<file path="src/assert_macros.svh">
// ----------------------------------------------------------------------------
// Assertion macros
// Concurrent assertion wrappers, empty when SYNTHESIS is defined.
// ----------------------------------------------------------------------------
`ifndef ASSERT_MACROS_SVH
`define ASSERT_MACROS_SVH
`ifndef SYNTHESIS
// checked while reset is released
`define ASSERT_RST(lbl, clk, rst_n, prop, msg) \
  lbl: assert property (@(posedge clk) disable iff (!rst_n) prop) else $error(msg);
// checked at every edge, reset included
`define ASSERT_ON(lbl, clk, prop, msg) \
  lbl: assert property (@(posedge clk) prop) else $error(msg);
`else
`define ASSERT_RST(lbl, clk, rst_n, prop, msg)
`define ASSERT_ON(lbl, clk, prop, msg)
`endif
`endif

</file>
<file path="src/whe_pkg.sv">
// ----------------------------------------------------------------------------
// whe_pkg
// Shared types and constants of the weighted histogram engine.
// ----------------------------------------------------------------------------
`timescale 1ns / 1ps
`default_nettype none

package whe_pkg;

  localparam int NUM_BINS_DEF = 1024;

  localparam int X_W      = 32;
  localparam int WGT_W    = 16;
  localparam int QBIN_W   = 10;
  localparam int BCNT_W   = 11;
  localparam int WSUM_W   = 48;
  localparam int SSUM_W   = 64;
  localparam int CFG_IX_W = 4;
  localparam int CFG_D_W  = 32;

  localparam logic [X_W-1:0]    X_MIN_RST     = 32'h0000_0000;
  localparam logic [X_W-1:0]    BIN_WIDTH_RST = 32'h0001_0000;
  localparam logic [X_W-1:0]    INV_BW_RST    = 32'h0001_0000;
  localparam logic [BCNT_W-1:0] BIN_COUNT_RST = 11'd1024;

  localparam logic KIND_FILL  = 1'b0;
  localparam logic KIND_QUERY = 1'b1;

  typedef enum logic [CFG_IX_W-1:0] {
    REG_X_MIN         = 4'd0,
    REG_BIN_WIDTH     = 4'd1,
    REG_INV_BIN_WIDTH = 4'd2,
    REG_BIN_COUNT     = 4'd3
  } cfg_reg_t;

  typedef struct packed {
    logic                    kind;
    logic signed [X_W-1:0]   sample_value;
    logic signed [WGT_W-1:0] weight;
    logic [QBIN_W-1:0]       query_bin;
  } whe_item_t;

  typedef struct packed {
    logic clr_wr;
    logic load_in;
    logic do_find;
    logic do_mul;
    logic do_look;
    logic do_read;
    logic commit;
  } whe_cmd_t;

  typedef struct packed {
    logic clr_last;
    logic out_free;
  } whe_sts_t;

endpackage

`default_nettype wire

</file>
<file path="src/whe_ctrl.sv">
// ----------------------------------------------------------------------------
// whe_ctrl
// Sequencer: clearing sweep, then find, multiply, look-up, read, commit.
// ----------------------------------------------------------------------------
`timescale 1ns / 1ps
`default_nettype none
`include "assert_macros.svh"

module whe_ctrl (
  input  logic              clk,
  input  logic              rst_n,
  input  logic              in_valid,
  output logic              in_ready,
  input  whe_pkg::whe_sts_t sts,
  output whe_pkg::whe_cmd_t cmd
);
  import whe_pkg::*;

  typedef enum logic [6:0] {
    S_CLEAR = 7'b0000001,
    S_IDLE  = 7'b0000010,
    S_FIND  = 7'b0000100,
    S_MUL   = 7'b0001000,
    S_LOOK  = 7'b0010000,
    S_READ  = 7'b0100000,
    S_CALC  = 7'b1000000
  } state_t;

  state_t state_r, state_nxt;

  always_ff @(posedge clk) begin
    if (!rst_n) begin
      state_r <= S_CLEAR;
    end else begin
      state_r <= state_nxt;
    end
  end

  always_comb begin
    state_nxt = state_r;
    cmd       = '0;
    in_ready  = 1'b0;
    unique case (state_r)
      S_CLEAR: begin
        cmd.clr_wr = 1'b1;
        if (sts.clr_last) begin
          state_nxt = S_IDLE;
        end
      end
      S_IDLE: begin
        in_ready    = 1'b1;
        cmd.load_in = in_valid;
        if (in_valid) begin
          state_nxt = S_FIND;
        end
      end
      S_FIND: begin
        cmd.do_find = 1'b1;
        state_nxt   = S_MUL;
      end
      S_MUL: begin
        cmd.do_mul = 1'b1;
        state_nxt  = S_LOOK;
      end
      S_LOOK: begin
        cmd.do_look = 1'b1;
        state_nxt   = S_READ;
      end
      S_READ: begin
        cmd.do_read = 1'b1;
        state_nxt   = S_CALC;
      end
      S_CALC: begin
        if (sts.out_free) begin
          cmd.commit = 1'b1;
          state_nxt  = S_IDLE;
        end
      end
      default: begin
        state_nxt = S_CLEAR;
      end
    endcase
  end

  `ASSERT_ON(a_rst_clear, clk, !rst_n |=> state_r == S_CLEAR, "reset must restart clearing")
  `ASSERT_RST(a_calc_hold, clk, rst_n, (state_r == S_CALC && !sts.out_free) |=> state_r == S_CALC, "commit left while output busy")
  `ASSERT_RST(a_commit_idle, clk, rst_n, cmd.commit |=> state_r == S_IDLE, "no return to idle after commit")

endmodule

`default_nettype wire

</file>
<file path="config.mk">
export PLATFORM = sky130hd
export DESIGN_NAME = whe_ctrl
export DESIGN_NICKNAME = d
export VERILOG_FILES = /design/src/whe_pkg.sv /design/src/whe_ctrl.sv
export VERILOG_INCLUDE_DIRS = /design/src /design/src/src
export SDC_FILE = /design/constraint.sdc
export NUM_CORES = 1
export LEC_CHECK = 0
export BUFFER_PORTS_ARGS = -buffer_cell sky130_fd_sc_hd__buf_2
export CAP_MARGIN = 20
export CORE_AREA = 5 5 42 44
export CTS_CLUSTER_SIZE = 40
export DETAILED_ROUTE_END_ITERATION = 10
export DIE_AREA = 0 0 47 49
export SLEW_MARGIN = 20
export SYNTH_ARGS = -nofsm -noshare
export SYNTH_HDL_FRONTEND = slang
export SYNTH_SLANG_ARGS = --single-unit
</file>
<file path="constraint.sdc">
create_clock -name clk -period 1.6 [get_ports clk]
set_input_delay 0.08 -clock clk [delete_from_list [all_inputs] [get_ports clk]]
set_output_delay 0.08 -clock clk [all_outputs]
set_load 0.02 [all_outputs]
</file>
======== After elaboration in Yosys (flattened, before gate mapping) ========
Cells that the tools add are included.
word-level totals
  flip-flop bits (word level) ............. 7
  bits in latches ......................... 0
  memory bits (writable) .................. 0
  bits in read-only memories .............. 0
  bits of input ports ..................... 5
  output and inout bits ................... 8
  logic and storage cells ................. 25
  memories ................................ 0
operators by class
  add/subtract/negate cells ............... 0
  multipliers ............................. 0
  div/mod/pow operators ................... 0
  $lt $le $gt $ge ......................... 0
  equality and inequality tests ........... 10
  shift-type cells ........................ 0
  multiplexer cells ....................... 13
  bitwise logic cells ..................... 0
  reduce and logical (&&, ||, !) cells .... 1
operators by type and width
  kind                                                              count
  7-bit one-hot mux with 7 select lines                             1
  7-bit two-way mux                                                 3
  1-bit two-way mux                                                 9
  7-bit by 1-bit == test with 1-bit output (second input constant)  1
  7-bit by 2-bit == test with 1-bit output (second input constant)  1
  7-bit by 3-bit == test with 1-bit output (second input constant)  1
  7-bit by 4-bit == test with 1-bit output (second input constant)  1
  7-bit by 5-bit == test with 1-bit output (second input constant)  1
  7-bit by 6-bit == test with 1-bit output (second input constant)  1
  7-bit == test (second input constant)                             1
  2-bit inequality test (second input constant)                     3
  3-bit AND reduction                                               1

======== Depth between registers and ports, before layout ========
  word-level depth ........................ 3
  gate-level depth with buffers ........... 4

======== Worst setup path before layout ========
OpenSTA, ideal clock, no wires.
  path type ............................... reg-to-output
  start point ............................. register state_r[3]
  end point ............................... output cmd[6] in the netlist's numbering
  arrival time ............................ 1.741 ns
  data required time ...................... 1.520 ns
  setup slack ............................. -0.221 ns
  cell stages (with the launch flop) ...... 4
  cell sequence ........................... dfxtp_1 -> or4_1 -> buf_2 -> nor4b_1
RTL lines
  element                 line            source
  from (decl)             whe_ctrl.sv:29  state_t state_r, state_nxt;
  from (signal assigned)  whe_ctrl.sv:35  state_r <= state_nxt;
  to (decl)               whe_ctrl.sv:15  output whe_pkg::whe_cmd_t cmd

==> qor.yml <==
clock_network:
  clk_pin_slew_worst_paths_ns: 0.05
  clkLatencyLatePin_ns: 0.25
  cts.sinks: 7
  cts.htree.levels: 1
  cts_tree: "yes"
  cts_max_path_buffers: 2
  cts_hold_buf: 0
  cts-root-buf: "clkbuf_4"
  cts_made_buffers: 3
logic_synthesis:
  avgSynthCellArea_um2: 9.35
  synth_edf_count: 0
  synth_top_area_cell: "dfxtp_1"
  syn_area_um2: 495
  synth_common_cells: "dfxtp_1 (7), nor4_1 (5), inv_1 (4)"
  syn-num-nets: 58
  synth.most_common_cell: "dfxtp_1"
  synth-async-reset-ratio_pct: 0
  synth_area_leaders: "dfxtp_1 (28%), bufbuf_16 (6.6%), nor4_1 (6.3%)"
  synthDominantCellAreaShare_pct: 28.3
  yosysWarnings: 0
  synth_seq_cells: 7
  yosysSeqAreaShare_pct: 28.3
  yosysUniqueCellTypes: 30
  synth_ff_type: "dfxtp_1"
  synthCells: 53
critical_path:
  critPathCaptureType: "output pin"
  crit_type: "flip-flop to output pin"
  worstPathMaxFanout: 5
  cp_top_family: "simple AND/OR/NAND/NOR gates"
  cp.required_ns: 1.52
  worstPathArrival_ns: 1.62
  cp_slowest_stage_delay_ns: 0.58
  rrSetupSlack_ns: 0.03
  start_kind: "flip-flop"
  path_buf_inv: 1
  slowest_stage: "or4_4"
  crit_chain: "or4_4 > nor4_4 > and2_2 > buf_4"
floorplan:
  design.die.area_mm2: 0.00230
  initial_core_util_pct: 35.4
  num_rows: 14
  pin_count: 13
  die_width_um: 47
  core-area_mm2: 0.00140
  die-height_um: 49
sta:
  finalSetupTns_ns: -0.284
  min_period_ns: 1.70
  hold_viol_final: 0
  slew_headroom_pct: 80.3
  setup-violations-final: 4
  hold_slack_ns: 0.0804
  final.setup_skew_ns: 0.00190
  tightest_slew_ns: 0.293
  fmaxAchievable_mhz: 589
  setup_slack_ns: -0.0982
  report.final.slew_viol_count: 0
  post-route-period-util_pct: 106
  grt_setup_unrepaired: "yes"
placement:
  port_buffers: 12
  place_congestion: 0.807
  hpwl_um: 875
  dp_slack_ns: 0.0431
power:
  ir_drop_v: 0.000450
  p_leak_nw: 0.281
  total_power_uw: 477
  p_per_area_mw_per_mm2: 685
grt:
  antenna_found_initial: 0
  grt_pass1_vias: 441
  grt_start_max_net_pins: 11
  track_usage_pct: 11.7
  grt_pass1_wl_um: 1920
  overflow: 0
cells_and_area:
  flow.area_growth_from_synthesis_pct: 40.7
  largestRegisters: "state_r x7"
  diodes: 0
  regMostFlops: "state_r"
  nets: 79
  nFillCells: 140
  final_util_pct: 49.7
  largest_reg_flops: 7
  post_route_cells_drive_above_1_share_pct: 53.4
routing:
  dr.pass1.iters: 4
  ant_nets: 0
  viasPerCell: 5.57
  wirelength_um: 1200
  dr.first_iter.drc_count: 5
  post-route-drc-count: 0
  num_vias: 496
  wire_per_inst_um: 13.4
outcome:
  status: "complete, but fails checks"
  violations: "negative setup slack"
flow_run:
  cap_violations: 0
hold_path:
  hp-class: "primary input to flip-flop"
## worst paths after layout
check | start | to | cells past startpoint
worst max-delay path | state_r[2] | cmd[5] | 4
worst min-delay path | rst_n | state_r[0] | 2
worst max register to register | state_r[2] | state_r[0] | 4
worst min register to register | state_r[3] | state_r[1] | 3
## cell type report
cell class,instances,area (µm²),area share [%]
multi-input cells,37,345,49.6
clock buffers,4,26.3,3.77
repair buffers,21,150,21.5
flip-flops and latches,7,140,20.1
inverters,4,15.0,2.15
well taps,16,20.0,2.87
## per-layer routing
layer	GRT usage, %	vias up	routed length, µm
met5	0	-	0
met4	5.53	0	9
met3	5.54	2	91
met2	17.0	16	579
met1	14.0	240	517
li1	-	238	-
## per-stage QoR
step	cell area, µm²	instances
after global routing	697	89
after global placement	598	83
after floorplan	520	53
after CTS	656	88
after detailed placement	598	83
final	697	89
## report_power, final
part | switching, mW | leakage [nW] | internal, mW
Combinational | 0.0705 | 0.209 | 0.0630
Clock | 0.0604 | 0.0150 | 0.0948
Sequential | 0.00591 | 0.0569 | 0.183
## placed cells by master, fill, tap and decap left out, drive strengths merged
master,Yosys,routed
buf,4,21
dfxtp,7,7
nor4,6,6
inv,4,4
and2,4,4
clkbuf,0,4
nor4b,3,3
nand2b,2,2
o21a,2,2
or3b,2,2
nor2,2,2
or3,2,2
or2,1,1
or4,1,1
nor2b,1,1
and4bb,1,1
a21oi,1,1
and4b,1,1
nor3b,1,1
o21ai,1,1
o31ai,1,1
a41o,1,1
xnor2,1,1
a311oi,1,1
o41ai,1,1
o311ai,1,1
## cell families after synthesis
logic type | after synthesis | share of synthesized area, %
flops | 7 | 28.3
compound gates | 9 | 14.1
xor+xnor | 1 | 1.77
simple gates | 27 | 41.7
buf+inv | 9 | 14.1
## timing repair
action | 4_1_cts | 5_1_grt
resized for setup | 6 | 8
gates cloned | 0 | 0
buffers inserted | 1 | 1
pin swaps | 3 | 2
endpoints found under the setup margin | 8 | 9
Note: power is estimated with default switching activity, not from simulation.
